===== config.mk =====
export PLATFORM = sky130hd
export DESIGN_NAME = radix_digit_emitter_core_flat
export DESIGN_NICKNAME = d
export VERILOG_FILES = /design/src/hdl/rde_pkg.sv /design/src/hdl/rde_if.sv /design/src/hdl/rde_ram.sv /design/src/hdl/rde_divider.sv /design/src/hdl/radix_digit_emitter_core.sv /design/src/flat_wrapper.sv
export SDC_FILE = /design/constraint.sdc
export NUM_CORES = 1
export LEC_CHECK = 0
export ABC_AREA = 1
export BUFFER_PORTS_ARGS = -buffer_cell sky130_fd_sc_hd__buf_2
export CORE_AREA = 2 2 131 133
export CTS_CLUSTER_SIZE = 12
export DETAILED_ROUTE_END_ITERATION = 16
export DIE_AREA = 0 0 133 135
export GPL_TIMING_DRIVEN = 1
export PLACE_DENSITY = 0.78
export REMOVE_ABC_BUFFERS = 1
export SLEW_MARGIN = 20
export SYNTH_ARGS = -nofsm -noshare
export SYNTH_HDL_FRONTEND = slang
export SYNTH_SLANG_ARGS = --single-unit

===== constraint.sdc =====
create_clock -name clk_i -period 3.02 [get_ports clk_i]
set_input_delay 0 -clock clk_i [delete_from_list [all_inputs] [get_ports clk_i]]
set_output_delay 0 -clock clk_i [all_outputs]
set_load 0.05 [all_outputs]

===== src/hdl/rde_pkg.sv =====
package rde_pkg;

  localparam int unsigned DIGIT_STACK_DEPTH = 32;
  localparam int unsigned VALUE_BITS        = 31;

  localparam int unsigned RADIX_W = 5;
  localparam int unsigned DIGIT_W = 4;
  localparam int unsigned CHAR_W  = 7;
  localparam int unsigned PADDR_W = 3;
  localparam int unsigned PDATA_W = 32;

  localparam logic [RADIX_W-1:0] RADIX_RESET = 5'd10;
  localparam logic [RADIX_W-1:0] RADIX_MIN   = 5'd2;
  localparam logic [RADIX_W-1:0] RADIX_MAX   = 5'd16;

  // Register index, taken from paddr[2].
  localparam logic REG_RADIX = 1'b0;

  localparam logic [CHAR_W-1:0] CHAR_ZERO   = 7'h30;
  localparam logic [CHAR_W-1:0] CHAR_LETTER = 7'h37;  // 'A' minus ten
  localparam logic [DIGIT_W-1:0] DIGIT_TEN  = 4'd10;

  typedef struct packed {
    logic               start;
    logic [RADIX_W-1:0] radix;
  } rde_div_req_t;

  typedef struct packed {
    logic busy;
    logic done;
  } rde_div_rsp_t;

  // Out-of-range register values are clamped to the nearest legal base.
  function automatic logic [RADIX_W-1:0] eff_radix(input logic [RADIX_W-1:0] r);
    logic [RADIX_W-1:0] res;
    if (r < RADIX_MIN) begin
      res = RADIX_MIN;
    end else if (r > RADIX_MAX) begin
      res = RADIX_MAX;
    end else begin
      res = r;
    end
    return res;
  endfunction

  function automatic logic [CHAR_W-1:0] char_of(input logic [DIGIT_W-1:0] d);
    logic [CHAR_W-1:0] res;
    if (d < DIGIT_TEN) begin
      res = CHAR_ZERO + CHAR_W'(d);
    end else begin
      res = CHAR_LETTER + CHAR_W'(d);
    end
    return res;
  endfunction

endpackage


===== src/hdl/rde_if.sv =====
interface rde_in_if import rde_pkg::*; #(
  parameter int unsigned VALUE_BITS = rde_pkg::VALUE_BITS
) ();
  logic                  valid;
  logic                  ready;
  logic [VALUE_BITS-1:0] value;

  modport source (output valid, output value, input ready);
  modport sink   (input valid, input value, output ready);
endinterface

interface rde_out_if import rde_pkg::*; ();
  logic               valid;
  logic               ready;
  logic [DIGIT_W-1:0] digit;
  logic [CHAR_W-1:0]  digit_char;
  logic               last_digit;

  modport source (output valid, output digit, output digit_char, output last_digit,
                  input ready);
  modport sink   (input valid, input digit, input digit_char, input last_digit,
                  output ready);
endinterface


===== src/hdl/rde_ram.sv =====
module rde_ram #(
  parameter int unsigned WIDTH = 4,
  parameter int unsigned DEPTH = 32,
  localparam int unsigned AW   = (DEPTH > 1) ? $clog2(DEPTH) : 1
) (
  input  logic             clk_i,
  input  logic             we_i,
  input  logic [AW-1:0]    waddr_i,
  input  logic [WIDTH-1:0] wdata_i,
  input  logic             re_i,
  input  logic [AW-1:0]    raddr_i,
  output logic [WIDTH-1:0] rdata_o
);

  logic [WIDTH-1:0] mem_q [DEPTH];
  logic [WIDTH-1:0] rdata_q;

  always_ff @(posedge clk_i) begin
    if (we_i) begin
      mem_q[waddr_i] <= wdata_i;
    end
    if (re_i) begin
      rdata_q <= mem_q[raddr_i];
    end
  end

  assign rdata_o = rdata_q;

endmodule


===== src/hdl/rde_divider.sv =====
// Restoring division of an unsigned value by a radix of at most sixteen, one
// quotient bit per cycle. The quotient is built in place in the dividend
// shift register, so only the remainder path is wide enough to compare.
module rde_divider import rde_pkg::*; #(
  parameter int unsigned VALUE_BITS = rde_pkg::VALUE_BITS
) (
  input  logic                  clk_i,
  input  logic                  rst_ni,
  input  rde_div_req_t          req_i,
  input  logic [VALUE_BITS-1:0] dividend_i,
  output rde_div_rsp_t          rsp_o,
  output logic [VALUE_BITS-1:0] quotient_o,
  output logic [DIGIT_W-1:0]    remainder_o
);

  localparam int unsigned CNT_W = $clog2(VALUE_BITS + 1);

  logic [VALUE_BITS-1:0] quot_q, quot_d;
  logic [DIGIT_W-1:0]    rem_q, rem_d;
  logic [CNT_W-1:0]      cnt_q, cnt_d;
  logic                  busy_q, busy_d;
  logic                  done_q, done_d;

  logic [RADIX_W-1:0] trial;
  logic               fits;

  assign trial = {rem_q, quot_q[VALUE_BITS-1]};
  assign fits  = (trial >= req_i.radix);

  always_comb begin
    quot_d = quot_q;
    rem_d  = rem_q;
    cnt_d  = cnt_q;
    busy_d = busy_q;
    done_d = 1'b0;
    if (req_i.start) begin
      quot_d = dividend_i;
      rem_d  = '0;
      cnt_d  = CNT_W'(VALUE_BITS);
      busy_d = 1'b1;
    end else if (busy_q) begin
      // The trial stays below twice the radix, so one subtract restores it.
      rem_d  = fits ? DIGIT_W'(trial - req_i.radix) : DIGIT_W'(trial);
      quot_d = {quot_q[VALUE_BITS-2:0], fits};
      cnt_d  = cnt_q - CNT_W'(1);
      if (cnt_q == CNT_W'(1)) begin
        busy_d = 1'b0;
        done_d = 1'b1;
      end
    end
  end

  always_ff @(posedge clk_i or negedge rst_ni) begin
    if (!rst_ni) begin
      cnt_q  <= '0;
      busy_q <= 1'b0;
      done_q <= 1'b0;
    end else begin
      cnt_q  <= cnt_d;
      busy_q <= busy_d;
      done_q <= done_d;
    end
  end

  always_ff @(posedge clk_i) begin
    quot_q <= quot_d;
    rem_q  <= rem_d;
  end

  assign rsp_o.busy  = busy_q;
  assign rsp_o.done  = done_q;
  assign quotient_o  = quot_q;
  assign remainder_o = rem_q;

endmodule


===== src/hdl/radix_digit_emitter_core.sv =====
// Channel  Dir  Fields                           Transaction
// in_i     in   value[VALUE_BITS-1:0]            valid && ready, one value
// out_o    out  digit[3:0] digit_char[6:0] last  valid && ready, one digit
// apb      in   psel penable pwrite paddr pwdata radix at byte address 0
//
// Each digit comes from the bit-serial divider, and each pop goes through the
// registered stack RAM read. Reset empties the stack pointer and loads radix
// 10; the stack RAM is not cleared. A new value is taken only when the
// previous one has been pushed and popped; a stall on out_o holds the pop
// sequence in place.
module radix_digit_emitter_core import rde_pkg::*; #(
  parameter int unsigned DIGIT_STACK_DEPTH = rde_pkg::DIGIT_STACK_DEPTH,
  parameter int unsigned VALUE_BITS        = rde_pkg::VALUE_BITS
) (
  input  logic               clk_i,
  input  logic               rst_ni,
  rde_in_if.sink             in_i,
  rde_out_if.source          out_o,
  input  logic               psel,
  input  logic               penable,
  input  logic               pwrite,
  input  logic [PADDR_W-1:0] paddr,
  input  logic [PDATA_W-1:0] pwdata,
  output logic [PDATA_W-1:0] prdata,
  output logic               pready
);

  localparam int unsigned AW  = $clog2(DIGIT_STACK_DEPTH);
  localparam int unsigned SPW = $clog2(DIGIT_STACK_DEPTH + 1);

  typedef enum logic [2:0] {
    S_IDLE,
    S_DIV,
    S_PUSH,
    S_READ,
    S_LOAD
  } state_e;

  state_e state_q, state_d;
  logic [SPW-1:0]     sp_q, sp_d;
  logic [RADIX_W-1:0] radix_q;
  logic               out_valid_q, out_valid_d;
  logic [DIGIT_W-1:0] out_digit_q, out_digit_d;
  logic [CHAR_W-1:0]  out_char_q, out_char_d;
  logic               out_last_q, out_last_d;

  rde_div_req_t          div_req;
  rde_div_rsp_t          div_rsp;
  logic [VALUE_BITS-1:0] div_dividend;
  logic [VALUE_BITS-1:0] div_quot;
  logic [DIGIT_W-1:0]    div_rem;

  logic               ram_we;
  logic               ram_re;
  logic [DIGIT_W-1:0] ram_rdata;
  logic [SPW-1:0]     sp_inc;
  logic [SPW-1:0]     sp_dec;
  logic               in_fire;
  logic               out_free;

  // Configuration register.
  always_ff @(posedge clk_i or negedge rst_ni) begin
    if (!rst_ni) begin
      radix_q <= RADIX_RESET;
    end else if (psel && penable && pwrite && (paddr[2] == REG_RADIX)) begin
      radix_q <= pwdata[RADIX_W-1:0];
    end
  end

  assign prdata = (paddr[2] == REG_RADIX) ? PDATA_W'(radix_q) : '0;
  assign pready = 1'b1;

  assign sp_inc   = sp_q + SPW'(1);
  assign sp_dec   = sp_q - SPW'(1);
  assign in_fire  = in_i.valid && (state_q == S_IDLE);
  assign out_free = !out_valid_q || out_o.ready;

  always_comb begin
    state_d      = state_q;
    sp_d         = sp_q;
    out_valid_d  = out_valid_q && !out_o.ready;
    out_digit_d  = out_digit_q;
    out_char_d   = out_char_q;
    out_last_d   = out_last_q;
    div_req.start = 1'b0;
    div_req.radix = eff_radix(radix_q);
    div_dividend = div_quot;
    ram_we       = 1'b0;
    ram_re       = 1'b0;
    unique case (state_q)
      S_IDLE: begin
        div_dividend = in_i.value;
        if (in_i.valid) begin
          div_req.start = 1'b1;
          sp_d          = '0;
          state_d       = S_DIV;
        end
      end
      S_DIV: begin
        if (div_rsp.done) begin
          state_d = S_PUSH;
        end
      end
      S_PUSH: begin
        ram_we = 1'b1;
        sp_d   = sp_inc;
        // A zero value still pushes its single zero digit before stopping.
        if ((div_quot == '0) || (sp_inc == SPW'(DIGIT_STACK_DEPTH))) begin
          state_d = S_READ;
        end else begin
          div_req.start = 1'b1;
          state_d       = S_DIV;
        end
      end
      S_READ: begin
        ram_re  = 1'b1;
        sp_d    = sp_dec;
        state_d = S_LOAD;
      end
      S_LOAD: begin
        if (out_free) begin
          out_valid_d = 1'b1;
          out_digit_d = ram_rdata;
          out_char_d  = char_of(ram_rdata);
          out_last_d  = (sp_q == '0);
          state_d     = (sp_q == '0) ? S_IDLE : S_READ;
        end
      end
      default: begin
        state_d = S_IDLE;
      end
    endcase
  end

  always_ff @(posedge clk_i or negedge rst_ni) begin
    if (!rst_ni) begin
      state_q     <= S_IDLE;
      sp_q        <= '0;
      out_valid_q <= 1'b0;
    end else begin
      state_q     <= state_d;
      sp_q        <= sp_d;
      out_valid_q <= out_valid_d;
    end
  end

  always_ff @(posedge clk_i) begin
    out_digit_q <= out_digit_d;
    out_char_q  <= out_char_d;
    out_last_q  <= out_last_d;
  end

  rde_divider #(
    .VALUE_BITS (VALUE_BITS)
  ) u_divider (
    .clk_i       (clk_i),
    .rst_ni      (rst_ni),
    .req_i       (div_req),
    .dividend_i  (div_dividend),
    .rsp_o       (div_rsp),
    .quotient_o  (div_quot),
    .remainder_o (div_rem)
  );

  rde_ram #(
    .WIDTH (DIGIT_W),
    .DEPTH (DIGIT_STACK_DEPTH)
  ) u_stack (
    .clk_i   (clk_i),
    .we_i    (ram_we),
    .waddr_i (sp_q[AW-1:0]),
    .wdata_i (div_rem),
    .re_i    (ram_re),
    .raddr_i (sp_dec[AW-1:0]),
    .rdata_o (ram_rdata)
  );

  assign in_i.ready       = (state_q == S_IDLE);
  assign out_o.valid      = out_valid_q;
  assign out_o.digit      = out_digit_q;
  assign out_o.digit_char = out_char_q;
  assign out_o.last_digit = out_last_q;

`ifndef ASSERT_OFF
  a_sp_bound: assert property (@(posedge clk_i) disable iff (!rst_ni)
    sp_q <= SPW'(DIGIT_STACK_DEPTH))
    else $error("digit stack pointer beyond depth");

  a_accept_empty: assert property (@(posedge clk_i) disable iff (!rst_ni)
    in_fire |-> (sp_q == '0) && !div_rsp.busy)
    else $error("value accepted while the previous one is still in work");

  a_push_digit: assert property (@(posedge clk_i) disable iff (!rst_ni)
    (state_q == S_PUSH) |-> (RADIX_W'(div_rem) < eff_radix(radix_q)))
    else $error("pushed digit is not below the radix");

  a_out_from_load: assert property (@(posedge clk_i) disable iff (!rst_ni)
    $rose(out_valid_q) |-> $past(state_q == S_LOAD))
    else $error("digit presented outside the load step");
`endif

endmodule


===== src/flat_wrapper.sv =====
// flat-port wrapper written by rule: the top's interface ports become plain ports
module radix_digit_emitter_core_flat import rde_pkg::*;
#(
  parameter int unsigned DIGIT_STACK_DEPTH = rde_pkg::DIGIT_STACK_DEPTH,
  parameter int unsigned VALUE_BITS        = rde_pkg::VALUE_BITS
)
  (clk_i, rst_ni, psel, penable, pwrite, paddr, pwdata, prdata, pready, in_i_valid, in_i_value, in_i_ready, out_o_valid, out_o_digit, out_o_digit_char, out_o_last_digit, out_o_ready);
  rde_in_if #(.VALUE_BITS(VALUE_BITS)) in_i_i ();
  rde_out_if out_o_i ();
  input  logic clk_i;
  input  logic rst_ni;
  input  logic psel;
  input  logic penable;
  input  logic pwrite;
  input  logic [PADDR_W-1:0] paddr;
  input  logic [PDATA_W-1:0] pwdata;
  output logic [PDATA_W-1:0] prdata;
  output logic pready;
  input wire logic [$bits(in_i_i.valid)-1:0] in_i_valid;
  input wire logic [$bits(in_i_i.value)-1:0] in_i_value;
  output wire logic [$bits(in_i_i.ready)-1:0] in_i_ready;
  output wire logic [$bits(out_o_i.valid)-1:0] out_o_valid;
  output wire logic [$bits(out_o_i.digit)-1:0] out_o_digit;
  output wire logic [$bits(out_o_i.digit_char)-1:0] out_o_digit_char;
  output wire logic [$bits(out_o_i.last_digit)-1:0] out_o_last_digit;
  input wire logic [$bits(out_o_i.ready)-1:0] out_o_ready;
  assign in_i_i.valid = in_i_valid;
  assign in_i_i.value = in_i_value;
  assign in_i_ready = in_i_i.ready;
  assign out_o_valid = out_o_i.valid;
  assign out_o_digit = out_o_i.digit;
  assign out_o_digit_char = out_o_i.digit_char;
  assign out_o_last_digit = out_o_i.last_digit;
  assign out_o_i.ready = out_o_ready;
  radix_digit_emitter_core #(.DIGIT_STACK_DEPTH(DIGIT_STACK_DEPTH), .VALUE_BITS(VALUE_BITS)) u_core (.clk_i(clk_i), .rst_ni(rst_ni), .in_i(in_i_i), .out_o(out_o_i), .psel(psel), .penable(penable), .pwrite(pwrite), .paddr(paddr), .pwdata(pwdata), .prdata(prdata), .pready(pready));
endmodule

==> metrics <==
Final min period=2.42 ns; drt first pass iters=8; WP buf/inv=3; Final setup viols=0; Crit. End Element=register; Die ar.=0.0180 mm^2; Psw=4240 uW; CTS buffer count=21; Area contributors post-synth=edfxtp_1 56%, nor2_1 7.6%, nand2_1 6.8%; worst endpoint data arrival time=2.56 ns; placeable core area=0.0164 mm^2; wire per inst=15.9 um; syn avg cell area=9.99 um^2; Register-to-Register Path Depth=11; layout cells sized above 1=0.109; Synth Warn #=0; Logic pwr share=0.397; Final Hold Vio Count=0; CP delay by family, top=buffers and inverters; vias in the first global route=6,632; worst clock skew=0.00835 ns; Reg clk slew, reported paths=0.06 ns; Pint=6350 uW; fmax=0.414 GHz; PD cells=984 mW/mm^2; Net Sw Frac=0.400; Post-CTS Setup Repair Bufs=0; Setup crit start kind=register; largest net degree at the start of global routing=67; Max clock buf depth=3; CP Depth=11; Non-Filler Instances=1,274; initial antenna violation count=0; via-per-instance ratio=5.34; final WL=20.3 mm; Slew Limit Fails=0; via count=6,808; Die W=133 um; Critical Path Fanout Max=31; IO Count=120; # nets final=1,125; Slew @ Worst Pin=0.607 ns; count of cell types in the netlist=40; RSZ-0062 raised after global routing=false; number of core rows=47; total gr overflow=0; H-tree levels=1; post-synth top area share=0.561; post-synth top area cell=edfxtp_1; GRT Total Usage=0.228; Flop pwr share=0.384; I/O Buffers=62; Clock Sinks=201; global-route wire length before repair=32.6 mm; commonest non-fill, non-tap cell in the layout=nor2_1; Mapped Cells=937; slowest CP cell=dfrtp_2; Hold Path Class=input pin to asynchronous set/reset pin; root cell of the clock tree=clkbuf_16; synthesis-stage register bit count=201; Synth Cell Area=0.00936 mm^2; # hold bufs at CTS=42; initial DRC count=600; # DRC=0; part of the Yosys area used for sequential elements=0.629; critical-path cell list=buf_4 > ha_1 > nand3_1 > nand2_1 > nand3_1 > nor2_1 > nand2_2 > nand3_4 > o21ai_0 > inv_1 > buf_4; Max transition margin=0.595; final worst slack=0.605 ns; clk_lat worst skew=0.49 ns; Max Cap Violations=0; dpl ws=0.662 ns; status=finished, final reports clean; overall power=10,600 uW; dpl cells=1,194; most frequent cells in the layout=190 x nor2_1, 175 x edfxtp_1, 169 x nand2_1; antenna cell count=0; Peak VDD IR=0.645 mV; Post-CTS Resized=0; Post-DP HPWL=11.8 mm; ANT nets after route=0; CTS tree=yes; critical path type=register to register; Worst EP required=3.17 ns; Die H=135 um; Clk network pwr share=0.219; area grow syn2layout=14.9%; Leak=0.00439 uW; gpl congestion=0.835; Starting Density=0.571; slowest stage delay, CP=0.37 ns; Tcrit/Tclk final=0.800
## kinds of logic (layout without fill, tap and decap cells)
| family | count (synthesis) | after routing | synth area share |
|---|---|---|---|
| compound gates | 113 | 113 | 0.0672 |
| xor+xnor | 8 | 8 | 0.00949 |
| flops | 201 | 201 | 0.629 |
| fa+ha+maj | 13 | 13 | 0.0182 |
| simple gates | 457 | 457 | 0.201 |
| other cells | 2 | 28 | 0.000802 |
| buf+inv | 143 | 234 | 0.0747 |
## path summary, 6_finish.rpt
| kind | slack [ns] | from | to |
|---|---|---|---|
| worst max-delay path | 0.60 | u_core.sp_q[0]$_DFFE_PN0P_ | u_core.u_divider.quotient_o[6]$_DFFE_PP_ |
| worst min-delay path | 0.02 | rst_ni | u_core.sp_q[4]$_DFFE_PN0P_ |
| worst max register to register | 0.60 | u_core.sp_q[0]$_DFFE_PN0P_ | u_core.u_divider.quotient_o[6]$_DFFE_PP_ |
| worst min register to register | 0.49 | u_core.u_stack.rdata_o[0]$_DFFE_PN_ | u_core.out_o.digit[0]$_DFFE_PP_ |
| max in group asynchronous | 2.63 | rst_ni | u_core.sp_q[0]$_DFFE_PN0P_ |
| min in group clk_i | 0.03 | pwrite | u_core.radix_q[0]$_DFFE_PN0P_ |
## power by group through the flow
stage	clock network (uW)	logic, uW	registers (uW)
floorplan	0	2670	4280
detailed placement	0	4060	4110
CTS	2330	4150	4050
finish	2320	4200	4070
global placement	0	3970	4080
global route	2450	4720	4110
## through the flow
step	hold WS, ns	TNS [ns]	utilization	cell area [um^2]
CTS	0.00707	0	0.656	10800
global placement	-0.00884	0	0.594	9740
floorplan	-0.296	-20.47	-	9060
detailed placement	-0.000981	0	0.594	9740
global route	0.0723	0	0.656	10800
finish	0.0156	0	0.656	10800
## layer usage
metal	vias up	global-route usage	wire length, um
met3	52	0.0357	1160
met2	234	0.408	10400
li1	3294	-	-
met5	-	0	0
met1	3228	0.290	8230
met4	0	0.0645	561
## cell usage after synthesis, drive strengths merged
library cell and count:
nor2 190, edfxtp 175, nand2 172, nor4 1, o21ai 79, o311ai 1
inv 78, dfxtp 4, nand3 83, conb 2, xor2 6, and2 1
buf 48, nand4 4, a211oi 1, a21oi 11, clkinv 2, dfstp 2
fa 1, xnor2 2, o211ai 20, o221ai 1, dfrtp 20, or2 2
nor3 4, clkbuf 15, ha 12
## sequential cells by signal (all words and copies together), names as in the netlist, 5 cells and up
register                     flops
u_core.u_divider.cnt_q           5
u_core.u_divider.quotient_o     31
u_core.out_o.digit_char          7
u_core.u_stack.mem_q           128
u_core.radix_q                   5
u_core.sp_q                      6
## area by class of cell
| type | instances | area (um^2) |
|---|---|---|
| flip-flops and latches | 201 | 5890 |
| inverters | 80 | 300 |
| well taps | 220 | 275 |
| clock inverters | 5 | 27.5 |
| multi-input cells | 619 | 2870 |
| repair buffers | 116 | 821 |
| fillers | 1216 | 5650 |
| clock buffers | 33 | 571 |
Note: power is estimated with default switching activity, not from simulation.
